File: config.mk
export PLATFORM = sky130hd
export DESIGN_NAME = base64_stream_encoder_top
export DESIGN_NICKNAME = d
export VERILOG_FILES = /design/src/sv/b64e_pkg.sv /design/src/sv/base64_stream_encoder_top.sv /design/src/sv/b64e_front.sv /design/src/sv/b64e_queue.sv /design/src/sv/b64e_back.sv
export SDC_FILE = /design/constraint.sdc
export NUM_CORES = 1
export LEC_CHECK = 0
export ABC_AREA = 1
export BUFFER_PORTS_ARGS = -buffer_cell sky130_fd_sc_hd__clkbuf_2
export CORE_ASPECT_RATIO = 0.7
export CORE_UTILIZATION = 50
export CTS_CLUSTER_SIZE = 8
export DETAILED_ROUTE_END_ITERATION = 8
export PLACE_DENSITY = 0.67
export SLEW_MARGIN = 20
export SYNTH_ARGS = -nofsm -noshare
export SYNTH_HDL_FRONTEND = slang
export SYNTH_HIERARCHICAL = 1
export SYNTH_SLANG_ARGS = --single-unit
File: constraint.sdc
create_clock -name clk -period 5 [get_ports clk]
set_clock_uncertainty 0.05 [all_clocks]
set_input_delay 0.25 -clock clk [delete_from_list [all_inputs] [get_ports clk]]
set_output_delay 0.25 -clock clk [all_outputs]
set_load 0.1 [all_outputs]
File: src/sv/b64e_pkg.sv
// Shared types, constants and the alphabet lookup for the base64 stream encoder.
package b64e_pkg;

  localparam int unsigned ByteWidth    = 8;
  localparam int unsigned GroupWidth   = 24;
  localparam int unsigned QueueDepthDefault = 2;

  localparam logic [7:0] PadChar = 8'h3D;

  // One encoded group handed from front to back.
  typedef struct packed {
    logic [GroupWidth-1:0] bits;   // b0 in [23:16], b1 in [15:8], b2 in [7:0]
    logic [2:0]            nchars; // alphabet characters before padding, 2..4
    logic                  fin;    // group closes the message
  } group_t;

  // Standard base64 alphabet.
  function automatic logic [7:0] alphabet(input logic [5:0] idx);
    logic [7:0] ch;
    if (idx < 6'd26) begin
      ch = 8'h41 + {2'b00, idx};
    end else if (idx < 6'd52) begin
      ch = 8'h61 + {2'b00, idx - 6'd26};
    end else if (idx < 6'd62) begin
      ch = 8'h30 + {2'b00, idx - 6'd52};
    end else if (idx == 6'd62) begin
      ch = 8'h2B;
    end else begin
      ch = 8'h2F;
    end
    return ch;
  endfunction

endpackage

File: src/sv/base64_stream_encoder_top.sv
// Top level of the base64 stream encoder: front, group queue and character back end.
//
//  channel | dir | tdata (low bit up)  | tlast              | tuser
//  s_axis  | in  | data_byte[7:0]      | final_byte         | -
//  m_axis  | out | out_char[7:0]       | message_end        | -
//
// Cycles: the front takes one byte per cycle while the group queue has room;
// the back emits one character per cycle, four per group, while a group is
// queued and m_axis does not stall. The byte closing a group goes first into
// the queue, then its first character into the back's output register.
// Reset (rst, synchronous) drops pending bytes and empties the queue.
// A stall on m_axis holds the back; the front keeps taking bytes until the queue fills.
module base64_stream_encoder_top #(
  parameter int unsigned QUEUE_DEPTH = b64e_pkg::QueueDepthDefault
) (
  input  logic       clk,
  input  logic       rst,
  input  logic       s_axis_tvalid,
  output logic       s_axis_tready,
  input  logic [7:0] s_axis_tdata,   // [7:0] data_byte
  input  logic       s_axis_tlast,   // final_byte
  output logic       m_axis_tvalid,
  input  logic       m_axis_tready,
  output logic [7:0] m_axis_tdata,   // [7:0] out_char
  output logic       m_axis_tlast    // message_end
);

  logic             q_full;
  logic             q_push;
  b64e_pkg::group_t q_in;
  logic             q_pop;
  logic             q_head_valid;
  b64e_pkg::group_t q_head;

  // front: gathers bytes, closes a group on the third byte or the final one
  b64e_front u_front (
    .clk          (clk),
    .rst          (rst),
    .s_axis_tvalid(s_axis_tvalid),
    .s_axis_tready(s_axis_tready),
    .s_axis_tdata (s_axis_tdata),
    .s_axis_tlast (s_axis_tlast),
    .q_full       (q_full),
    .q_push       (q_push),
    .q_data       (q_in)
  );

  // decouples byte intake from character output
  b64e_queue #(
    .DEPTH(QUEUE_DEPTH)
  ) u_queue (
    .clk       (clk),
    .rst       (rst),
    .push      (q_push),
    .push_data (q_in),
    .full      (q_full),
    .pop       (q_pop),
    .head_valid(q_head_valid),
    .head_data (q_head)
  );

  // back: alphabet lookup, '=' padding, message_end on the fourth char of the last group
  b64e_back u_back (
    .clk          (clk),
    .rst          (rst),
    .head_valid   (q_head_valid),
    .head_data    (q_head),
    .pop          (q_pop),
    .m_axis_tvalid(m_axis_tvalid),
    .m_axis_tready(m_axis_tready),
    .m_axis_tdata (m_axis_tdata),
    .m_axis_tlast (m_axis_tlast)
  );

endmodule

File: src/sv/b64e_front.sv
// Input side: collects bytes into 24-bit groups and pushes closed groups to the queue.
module b64e_front (
  input  logic                          clk,
  input  logic                          rst,
  input  logic                          s_axis_tvalid,
  output logic                          s_axis_tready,
  input  logic [b64e_pkg::ByteWidth-1:0] s_axis_tdata,
  input  logic                          s_axis_tlast,
  input  logic                          q_full,
  output logic                          q_push,
  output b64e_pkg::group_t              q_data
);

  logic [15:0] pending;
  logic [1:0]  count;
  logic        accept;

  assign s_axis_tready = !q_full;
  assign accept        = s_axis_tvalid && s_axis_tready;
  assign q_push        = accept && (count == 2'd2 || s_axis_tlast);

  always_comb begin
    q_data.fin = s_axis_tlast;
    case (count)
      2'd0: begin
        q_data.bits   = {s_axis_tdata, 16'h0000};
        q_data.nchars = 3'd2;
      end
      2'd1: begin
        q_data.bits   = {pending[15:8], s_axis_tdata, 8'h00};
        q_data.nchars = 3'd3;
      end
      default: begin
        q_data.bits   = {pending, s_axis_tdata};
        q_data.nchars = 3'd4;
      end
    endcase
  end

  always_ff @(posedge clk) begin
    if (rst) begin
      count <= 2'd0;
    end else if (accept) begin
      if (q_push) begin
        count <= 2'd0;
      end else begin
        count <= count + 2'd1;
      end
    end
  end

  // pending bytes: first in [15:8], second in [7:0]
  always_ff @(posedge clk) begin
    if (accept && !q_push) begin
      if (count == 2'd0) begin
        pending <= {s_axis_tdata, 8'h00};
      end else begin
        pending[7:0] <= s_axis_tdata;
      end
    end
  end

endmodule

File: src/sv/b64e_queue.sv
// Small register FIFO of groups between the front and back.
module b64e_queue #(
  parameter int unsigned DEPTH = b64e_pkg::QueueDepthDefault
) (
  input  logic             clk,
  input  logic             rst,
  input  logic             push,
  input  b64e_pkg::group_t push_data,
  output logic             full,
  input  logic             pop,
  output logic             head_valid,
  output b64e_pkg::group_t head_data
);

  localparam int unsigned PtrWidth = (DEPTH > 1) ? $clog2(DEPTH) : 1;
  localparam int unsigned CntWidth = $clog2(DEPTH + 1);
  localparam logic [PtrWidth-1:0] LastPtr = PtrWidth'(DEPTH - 1);
  localparam logic [CntWidth-1:0] FullCnt = CntWidth'(DEPTH);

  b64e_pkg::group_t entries [DEPTH];
  logic [PtrWidth-1:0] wr_ptr;
  logic [PtrWidth-1:0] rd_ptr;
  logic [CntWidth-1:0] used;
  logic                do_push;
  logic                do_pop;

  assign full       = (used == FullCnt);
  assign head_valid = (used != '0);
  assign head_data  = entries[rd_ptr];
  assign do_push    = push && !full;
  assign do_pop     = pop && head_valid;

  always_ff @(posedge clk) begin
    if (rst) begin
      wr_ptr <= '0;
      rd_ptr <= '0;
      used   <= '0;
    end else begin
      if (do_push) begin
        wr_ptr <= (wr_ptr == LastPtr) ? '0 : wr_ptr + 1'b1;
      end
      if (do_pop) begin
        rd_ptr <= (rd_ptr == LastPtr) ? '0 : rd_ptr + 1'b1;
      end
      if (do_push && !do_pop) begin
        used <= used + 1'b1;
      end else if (do_pop && !do_push) begin
        used <= used - 1'b1;
      end
    end
  end

  always_ff @(posedge clk) begin
    if (do_push) begin
      entries[wr_ptr] <= push_data;
    end
  end

endmodule

File: src/sv/b64e_back.sv
// Output side: turns the queue head into four characters, one per cycle while m_axis does not stall.
module b64e_back (
  input  logic                          clk,
  input  logic                          rst,
  input  logic                          head_valid,
  input  b64e_pkg::group_t              head_data,
  output logic                          pop,
  output logic                          m_axis_tvalid,
  input  logic                          m_axis_tready,
  output logic [b64e_pkg::ByteWidth-1:0] m_axis_tdata,
  output logic                          m_axis_tlast
);

  logic [1:0] slot;
  logic       load;
  logic [5:0] idx;
  logic [7:0] ch;

  assign load = head_valid && (!m_axis_tvalid || m_axis_tready);
  assign pop  = load && (slot == 2'd3);

  always_comb begin
    case (slot)
      2'd0:    idx = head_data.bits[23:18];
      2'd1:    idx = head_data.bits[17:12];
      2'd2:    idx = head_data.bits[11:6];
      default: idx = head_data.bits[5:0];
    endcase
    if ({1'b0, slot} < head_data.nchars) begin
      ch = b64e_pkg::alphabet(idx);
    end else begin
      ch = b64e_pkg::PadChar;
    end
  end

  always_ff @(posedge clk) begin
    if (rst) begin
      slot          <= 2'd0;
      m_axis_tvalid <= 1'b0;
    end else begin
      if (load) begin
        slot          <= slot + 2'd1;
        m_axis_tvalid <= 1'b1;
      end else if (m_axis_tready) begin
        m_axis_tvalid <= 1'b0;
      end
    end
  end

  always_ff @(posedge clk) begin
    if (load) begin
      m_axis_tdata <= ch;
      m_axis_tlast <= head_data.fin && (slot == 2'd3);
    end
  end

endmodule
==> results of run 1 <==
==> area by class of cell <==
cell class                 instances  area share, %
clock buffer                      13           4.80
tap                              124           2.98
clock inverter                     3          0.480
sequential                        91           50.5
timing repair buffer              26           2.64
inverter                          48           3.69
multi-input combinational        275           34.9
==> worst paths after layout <==
path,start,end,slack (ns)
min,s_axis_tdata[6],u_front/pending[14],0.05
max,flip-flop,u_back/m_axis_tdata[4],1.84
max reg2reg,flip-flop,u_back/m_axis_tdata[4],1.84
min reg2reg,u_back/m_axis_tvalid,u_back/m_axis_tvalid,0.45
==> routing by layer <==
metal | wire length, um | up-vias | GRT usage, %
li1 | - | 1489 | -
met1 | 4210 | 1399 | 26.4
met2 | 3820 | 83 | 30.5
met3 | 605 | 8 | 7.28
met4 | 72 | 0 | 4.31
met5 | 0 | - | 0
==> cell families after synthesis <==
family / count (synthesis) / synth area share (%)
compound gates: 51 / 6.46
xor+xnor: 5 / 0.927
fa+ha+maj: 18 / 4.77
buf+inv: 54 / 5.80
flops: 91 / 55.7
mux: 28 / 8.27
simple gates: 173 / 18.0
==> report_power, final <==
part           switching (mW)  internal (mW)  total (mW)
registers              0.0179          0.905       0.923
logic                   0.485          0.190       0.675
clock network           0.269          0.353       0.623
==> critical path, cell delays in order, from the launching register on <==
cell,delay [ns]
dfxtp_1,0.59
buf_4,0.42
mux2_2,0.38
nand2_1,0.06
nand2_1,0.05
inv_1,0.05
nand2_1,0.11
nand2_4,0.13
inv_1,0.11
ha_1,0.31
nor2_1,0.18
inv_1,0.09
nor2_1,0.11
nand2_1,0.05
nand3_1,0.07
nand2_1,0.05
nand2_1,0.05
nand2_1,0.04
==> placed cells by master, fill, tap and decap left out, types with 5 or more instances in the layout <==
| cell | count |
|---|---|
| xor2_1 | 5 |
| ha_1 | 18 |
| clkbuf_2 | 23 |
| clkbuf_16 | 9 |
| o21ai_0 | 18 |
| dfxtp_1 | 10 |
| nand2_4 | 5 |
| nand2_1 | 79 |
| edfxtp_1 | 81 |
| a21oi_1 | 12 |
| mux2_2 | 8 |
| nand3_1 | 18 |
| nor2_1 | 41 |
| nor2_2 | 7 |
| nand2_2 | 10 |
| o21ai_1 | 13 |
| mux2_4 | 20 |
| inv_1 | 41 |
==> registers in the layout, indices dropped and copies added (netlist names), named ones only <==
signal / count
u_queue/used: 2
u_queue/entries: 56
u_back/m_axis_tvalid: 1
u_back/m_axis_tlast: 1
u_queue/rd_ptr: 1
u_back/m_axis_tdata: 8
u_front/count: 2
u_queue/wr_ptr: 1
u_front/pending: 16
u_back/slot: 2
==> out/qor.csv, run 1 <==
stage,metric,value,unit
cells_and_area,drive_gt1_share,24.6,%
cts,cts_setup_buffers,0,
global_route,grt_pass1_wl,14800,um
setup_path,end_kind,flip-flop,
cts,clockBufferDepth,2,
synth,synthDistinctLibCells,34,
synth,avgSynthCellArea,11.2,um2
cells_and_area,utilization,57.3,%
drt,wl_per_cell,15.0,um
global_route,grt-ovfl-total,0,
timing,setup_viol,0,
timing,clock.fmax,0.316,GHz
worst_hold_path,hold_depth,1,
placed_design,hpwlAfterDp,6350,um
cells_and_area,fin_cells,580,
setup_path,cp_data_arrival_time,3.21,ns
cells_and_area,fillers,775,
cells_and_area,register_area,2630,um2
synth,netlist_area,4720,um2
drt,routed_wl,8710,um
floorplanning,rows,29,
setup_path,reg2regPathDepth,17,
synth,synthDominantCellAreaShare,51.5,%
synth,synthArstFlopShare,0,%
global_route,grt_usage,19.7,%
timing,period_share,63.3,%
pwr,max-vdd-ir-drop,0.272,mV
timing,tns,0,ns
synth,syn-num-nets,451,
setup_path,worstSetupPathType,reg2reg,
pwr,leakage,2.12,nW
synth,ys_seq_elements,91,
global_route,first_global_vias,3013,
drt,drt_pass1_iterations,5,
cts,path_clk_slew,0.06,ns
drt,avgViaCountPerCell,5.14,
timing,layout_setup_ws,1.84,ns
timing,max-slew-margin-rel,55.1,%
drt,num_vias,2979,
timing,hold_slack,0.0490,ns
global_route,grt_max_degree,29,
placed_design,io_buffers,23,
cts,clkSinkCount,91,
floorplanning,fp.dieH,83.3,um
synth,postSynthCellCount,420,
run_status,status,finished clean,
placed_design,place_ws,1.87,ns
cells_and_area,area_growth,10.4,%
timing,rsz0062_at_grt,false,
setup_path,timing.critical_path.required,5.04,ns
pwr,power,2.22,mW
worst_hold_path,holdCritPathClass,in2reg,
floorplanning,die-area,9850,um2
floorplanning,initial_core_util,51.9,%
synth,synthFlopType,edfxtp_1,
pwr,power.density,426,nW/um2
synth,synth_area_leader_cell,edfxtp_1,
drt,ant_nets,0,
flow_run,drv_cap,0,
placed_design,placed_area,4940,um2
cts,cts_tree,built,
cells_and_area,fin_nets,482,
synth,ys_top_cells_by_area,"edfxtp_1 51%, mux2_4 6.4%, nand2_1 6.3%",
setup_path,cp-start-kind,flip-flop,
floorplanning,dieWidth,118,um
cts,insertion_delay,0.34,ns
cts,ctsHoldBuffers,0,
cts,post_cts_resized,0,
cells_and_area,diodes,0,
synth,synth_edf_count,81,
timing,tightest_slew,0.671,ns
cts,root_buffer,clkbuf_16,
floorplanning,core,9110,um2
synth,yosys-top-cells-count,"81 x edfxtp_1, 79 x nand2_1, 43 x nor2_1, 41 x inv_1, 20 x mux2_4",
global_route,grt_antenna_before_repair,0,
cells_and_area,fin_area,5220,um2
cts,cts_max_level,3,
drt,first_iter_violations,135,
synth,yosysSeqAreaShare,55.7,%
placed_design,dpl.cell_count,564,
cts,numCtsBuffers,9,
floorplanning,io-pin-count,24,
setup_path,critical_path.max_fanout,21,
timing,maxSlewViolCount,0,
cells_and_area,multi_input_area,1820,um2
placed_design,place.gp.congestion,0.895,
timing,finalHoldViolCount,0,
synth,synth_warnings,6,
synth,yosysMostFrequentCell,edfxtp_1,
timing,fin_crit,3.16,ns
drt,drc,0,
Note: power is estimated with default switching activity, not from simulation.
==> run 2, diff against run 1 <==
Settings changed: ABC_AREA 1 to 0.
Clock period 5 ns to 3.05 ns, I/O delays scaled along.
==> out/qor.csv, run 2 <==
stage,metric,value,unit,change
cts,clockBufferDepth,2,,unchanged
setup_path,rrSetupSlack,0.13,ns,-1.71 ns
placed_design,placed_area,4840,um2,-1.9%
drt,drt_pass1_iterations,5,,unchanged
placed_design,hpwlAfterDp,6120,um,-3.6%
placed_design,place.gp.congestion,0.982,,+9.7%
timing,hold_slack,0.0138,ns,-0.0352 ns
synth,synthDistinctLibCells,58,,+71%
placed_design,dpl.cell_count,486,,-14%
cells_and_area,mostFrequentLayoutCell,edfxtp_1,,
synth,yosys-top-cells-count,"81 x edfxtp_1, 29 x mux2_2, 21 x inv_1, 18 x ha_1, 17 x nand2_1",,
run_status,status,finished clean,,
placed_design,place_ws,0.0164,ns,-1.85 ns
cts,clkSinkCount,91,,unchanged
floorplanning,rows,28,,-3.4%
worst_hold_path,timing.hold.worst_endpoint,u_front/pending[11],,
floorplanning,io-pin-count,24,,unchanged
synth,synthArstFlopShare,0,%,unchanged
placed_design,io_buffers,23,,unchanged
global_route,grt_usage,19.9,%,+0.15 points
timing,clock.fmax,0.342,GHz,+8.3%
drt,routed_wl,8540,um,-2.0%
floorplanning,dieWidth,116,um,-2.0%
setup_path,timing.critical_path.required,3.07,ns,-1.97 ns
setup_path,cp_data_arrival_time,2.94,ns,-0.27 ns
global_route,grt_max_degree,29,,unchanged
setup_path,end_kind,flip-flop,,
cells_and_area,fin_cells,505,,-13%
synth,avgSynthCellArea,13.4,um2,+19%
pwr,max-vdd-ir-drop,0.371,mV,+36%
synth,synthDominantCellAreaShare,53.7,%,+2.2 points
timing,finalHoldViolCount,0,,unchanged
setup_path,regToRegEndpoint,u_back/m_axis_tdata[4],,
global_route,grt_antenna_before_repair,0,,unchanged
cts,path_clk_slew,0.07,ns,about the same
timing,period_share,95.8,%,+32 points
cells_and_area,multi_input_area,1780,um2,-2.5%
cells_and_area,final_cell_mix,"81 x edfxtp_1, 29 x mux2_2, 23 x clkbuf_2, 20 x inv_1",,
cells_and_area,drive_gt1_share,29.6,%,+5.0 points
synth,synth_area_leader_cell,edfxtp_1,,
synth,yosysMostFrequentCell,edfxtp_1,,
synth,syn-num-nets,369,,-18%
cts,insertion_delay,0.33,ns,about the same
timing,setup_viol,0,,unchanged
cells_and_area,largest_register_ff_count,56,,unchanged
synth,yosysSeqAreaShare,58.1,%,+2.3 points
cells_and_area,area_growth,15.4,%,
pwr,power.density,743,nW/um2,+75%
cells_and_area,register_area,2630,um2,about the same
worst_hold_path,holdCritPathClass,in2reg,,
synth,synth_warnings,6,,unchanged
setup_path,critical_path.max_fanout,16,,-24%
cells_and_area,fin_nets,411,,-15%
setup_path,cp-start-kind,flip-flop,,
synth,postSynthCellCount,338,,-20%
cts,cts_max_level,3,,unchanged
cells_and_area,fillers,706,,-8.9%
synth,netlist_area,4530,um2,-4.0%
drt,ant_nets,0,,unchanged
worst_hold_path,hold_depth,1,,unchanged
drt,first_iter_violations,147,,+8.9%
synth,synthFlopType,edfxtp_1,,
drt,avgViaCountPerCell,5.40,,+5.1%
global_route,grt_pass1_wl,13800,um,-6.2%
cells_and_area,regMostFlops,u_queue/entries,,
floorplanning,core,8620,um2,-5.4%
timing,fin_crit,2.92,ns,-0.243 ns
synth,ys_top_cells_by_area,"edfxtp_1 54%, mux2_2 7.2%, ha_1 5.0%",,
cts,root_buffer,clkbuf_16,,
drt,num_vias,2725,,-8.5%
flow_run,drv_cap,0,,unchanged
worst_hold_path,hp-start,s_axis_tdata[3],,
cts,numCtsBuffers,9,,unchanged
cells_and_area,fin_area,5230,um2,+0.34%
timing,max-slew-margin-rel,58.0,%,+2.9 points
setup_path,reg2regPathDepth,10,,-7
floorplanning,die-area,9460,um2,-3.9%
cts,cts_tree,built,,
cells_and_area,diodes,0,,unchanged
drt,drc,0,,unchanged
synth,synth_edf_count,81,,unchanged
synth,ys_seq_elements,91,,unchanged
setup_path,worstSetupPathType,reg2reg,,
global_route,grt-ovfl-total,0,,unchanged
timing,maxSlewViolCount,0,,unchanged
pwr,power,3.89,mW,+75%
floorplanning,initial_core_util,52.6,%,+0.74 points
drt,wl_per_cell,16.9,um,+13%
floorplanning,fp.dieH,81.7,um,-2.0%
global_route,first_global_vias,2695,,-11%
pwr,leakage,1.92,nW,-9.8%
timing,layout_setup_ws,0.128,ns,-1.71 ns
cells_and_area,largestRegisters,"u_queue/entries: 56 flops, u_front/pending: 16 flops, u_back/m_axis_tdata: 8 flops",,
timing,tightest_slew,0.630,ns,-0.0408 ns
run 2: cell count changes after synthesis, sizes merged, moves of 10 or more:
cell / change
nand2: -79
nor2: -34
inv: -26
nand3: -21
o21ai: -18
nand2b: +14
and2: +11
nor2b: +10
run 2: report_power, final:
group	switching (mW)	total, mW	internal, mW
logic	0.813	1.26	0.447
clock network	0.444	1.10	0.656
registers	0.0306	1.53	1.50
run 2: cell families after synthesis:
family,Yosys count,synth area share [%]
fa+ha+maj,18,4.97
mux,35,8.80
buf+inv,34,3.89
xor+xnor,13,2.51
compound gates,62,10.8
flops,91,58.1
simple gates,85,10.9
run 2: worst max-delay path by stage:
stage,end,cells past startpoint
detailed placement,u_back/m_axis_tdata[6],10
CTS,u_back/m_axis_tdata[6],10
floorplan,u_back/m_axis_tdata[6],11
global placement,u_back/m_axis_tdata[4],12
global route,u_back/m_axis_tdata[6],10
finish,u_back/m_axis_tdata[4],10
run 2: cell type report:
cell class / count / share of cell area, %
clock inverter: 2 / 0.311
sequential: 91 / 50.3
clock buffer: 14 / 5.48
timing repair buffer: 43 / 5.50
inverter: 22 / 1.58
tap: 120 / 2.87
multi-input combinational: 213 / 33.9
run 2: repair_timing:
action / CTS / global route
setup buffers: 0 / 2
endpoints found under the setup margin: 0 / 4
resized for setup: 0 / 14
hold buffers: 1 / 0
hold endpoints to repair: 1 / 0
run 2: worst max-delay path: stages (launching register included):
cell	delay (ns)
dfxtp_2	0.36
buf_12	0.16
mux2_2	0.35
a222oi_1	0.38
mux2i_2	0.23
inv_1	0.13
ha_2	0.19
inv_1	0.08
o41ai_1	0.47
a2111o_1	0.18
o311ai_1	0.09
run 2: routing by layer:
metal  routed length (um)  GRT usage, %  share of wire [%]
met5                    0             0                  0
met4                   42          6.15               0.49
met3                  348          4.21                4.1
met2                 3910          31.2                 46
met1                 4240          27.7                 50
run 2: stage by stage:
step           utilization [%]  TNS [ns]
2_1_floorplan                -         0
4_1_cts                   59.8         0
5_1_grt                   60.7  -0.00161
6_report                  60.7         0
3_5_place_dp              56.2         0
3_3_place_gp              56.2         0
==> run 3, diff against run 2 <==
Settings changed: ABC_AREA 0 to 1, CTS_CLUSTER_SIZE 8 to not set.
==> out/qor.csv, run 3 (synthesized netlist as in run 1, its figures left out) <==
stage,metric,value,unit,change
timing,max-slew-margin-rel,52.4,%,-5.6 points
floorplanning,fp.dieH,83.3,um,+2.0%
flow_run,drv_cap,0,,unchanged
drt,drt_pass1_iterations,8,,+3
cts,numCtsBuffers,9,,unchanged
floorplanning,die-area,9850,um2,+4.1%
floorplanning,core,9110,um2,+5.7%
cells_and_area,multi_input_area,1820,um2,+2.6%
cts,cts_max_level,3,,unchanged
drt,routed_wl,8630,um,+1.1%
pwr,max-vdd-ir-drop,0.488,mV,+32%
timing,period_share,89.9,%,-5.9 points
pwr,leakage,2.18,nW,+14%
drt,ant_nets,0,,unchanged
setup_path,timing.critical_path.required,3.09,ns,+0.02 ns
drt,wl_per_cell,14.7,um,-13%
placed_design,hpwlAfterDp,6190,um,+1.0%
setup_path,crit_chain,"buf_12, mux2_2, nand2_1, nand2_1, o21bai_2, ha_1, inv_1, xor2_1, ha_1, nand3_1, nand2_1, inv_1, nand2_1, nand2_1",,
cells_and_area,fin_nets,491,,+19%
global_route,grt_antenna_before_repair,0,,unchanged
global_route,first_global_vias,2960,,+9.8%
cells_and_area,final_cell_mix,"81 x edfxtp_1, 79 x nand2_1, 41 x inv_1, 41 x nor2_1, 23 x clkbuf_2",,
global_route,grt_usage,19.1,%,-0.77 points
drt,first_iter_violations,180,,+22%
cts,ctsHoldBuffers,9,,+8
setup_path,cp-start-kind,flip-flop,,
run_status,status,finished clean,,
pwr,power,3.72,mW,-4.2%
setup_path,critical_path.max_fanout,28,,+12
floorplanning,rows,29,,+3.6%
drt,drc,0,,unchanged
global_route,grt_pass1_wl,14300,um,+3.5%
setup_path,rrSetupSlack,0.31,ns,+0.18 ns
cts,path_clk_slew,0.06,ns,about the same
timing,clock.fmax,0.365,GHz,+6.6%
timing,finalHoldViolCount,0,,unchanged
cts,insertion_delay,0.33,ns,about the same
floorplanning,dieWidth,118,um,+2.0%
pwr,power.density,697,nW/um2,-6.2%
cts,root_buffer,clkbuf_16,,
cells_and_area,drive_gt1_share,24.3,%,-5.3 points
timing,tightest_slew,0.712,ns,+0.0813 ns
cells_and_area,largest_register_ff_count,56,,unchanged
worst_hold_path,holdCritPathClass,in2reg,,
cts,cts_setup_buffers,0,,unchanged
cells_and_area,largestRegisters,"u_queue/entries: 56 flops, u_front/pending: 16 flops, u_back/m_axis_tdata: 8 flops",,
drt,avgViaCountPerCell,5.08,,-5.8%
setup_path,cp_common_cell,nand2_1,,
floorplanning,initial_core_util,51.9,%,-0.74 points
placed_design,io_buffers,23,,unchanged
global_route,grt_max_degree,29,,unchanged
timing,fin_crit,2.74,ns,-0.180 ns
setup_path,cp_data_arrival_time,2.78,ns,-0.16 ns
timing,tns,0,ns,unchanged
cells_and_area,register_area,2630,um2,about the same
cells_and_area,mostFrequentLayoutCell,edfxtp_1,,
cts,post_cts_resized,0,,unchanged
cells_and_area,regMostFlops,u_queue/entries,,
placed_design,place.gp.congestion,0.894,,-9.0%
timing,rsz0062_at_grt,false,,
cells_and_area,diodes,0,,unchanged
timing,setup_viol,0,,unchanged
cells_and_area,fillers,751,,+6.4%
cts,clkSinkCount,91,,unchanged
timing,maxSlewViolCount,0,,unchanged
setup_path,cpPeakStageDelay,0.37,ns,-0.10 ns
setup_path,worstSetupPathType,reg2reg,,
cts,clockBufferDepth,2,,unchanged
global_route,grt-ovfl-total,0,,unchanged
drt,num_vias,2993,,+9.8%
cts,cts_tree,built,,
cells_and_area,area_growth,13.1,%,
floorplanning,io-pin-count,24,,unchanged
setup_path,end_kind,flip-flop,,
setup_path,crit_slowest_cell,dfxtp_1,,
run 3: metrics by stage:
stage / area [um2] / util (%) / worst slack [ns] / hold slack, ns / cells
finish: 5340 / 58.7 / 0.309 / 0.0373 / 589
global placement: 4950 / 54.4 / 0.347 / 0.295 / 564
global route: 5340 / 58.7 / 0.0536 / 0.0417 / 589
detailed placement: 4950 / 54.4 / 0.304 / 0.296 / 564
floorplan: 4720 / - / -0.0844 / 0.172 / 420
CTS: 5340 / 58.7 / 0.284 / 0.0250 / 589
run 3: where the power goes:
part           internal, mW  total (mW)  switching, mW
clock network         0.660        1.11          0.448
registers              1.48        1.51         0.0291
logic                 0.318        1.10          0.785
total                  2.46        3.72           1.26
run 3: final timing paths:
path	startpoint	to	depth (start not counted)
setup / recovery	flip-flop	u_back/m_axis_tdata[5]	14
hold reg to reg	u_back/m_axis_tvalid	u_back/m_axis_tvalid	2
setup reg to reg	flip-flop	u_back/m_axis_tdata[5]	14
hold / removal	rst	u_front/count[0]	2
run 3: area by class of cell:
| cell class | instances | area share (%) |
|---|---|---|
| Sequential cell | 91 | 49.3 |
| Clock inverter | 5 | 1.10 |
| Inverter | 48 | 3.61 |
| Clock buffer | 11 | 4.54 |
| Timing Repair Buffer | 35 | 4.50 |
| Tap cell | 124 | 2.90 |
| Multi-Input combinational cell | 275 | 34.1 |
run 3: layer usage:
layer / up-vias / part of all wire [%] / GRT usage, %
met4: 0 / 0.34 / 3.96
met5: - / 0 / 0
li1: 1510 / - / -
met2: 83 / 46 / 29.9
met1: 1396 / 48 / 26.5
met3: 4 / 5.4 / 5.36
run 3: critical path, delay by kind of cell (launching register included):
kind	cells	cell delay (ns)
muxes	1	0.36
DFF	1	0.37
adders and majority gates	2	0.49
buffers and inverters	3	0.36
AOI/OAI and AO/OA	1	0.29
xor gates and xnor gates	1	0.17
and+or+nand+nor	6	0.41
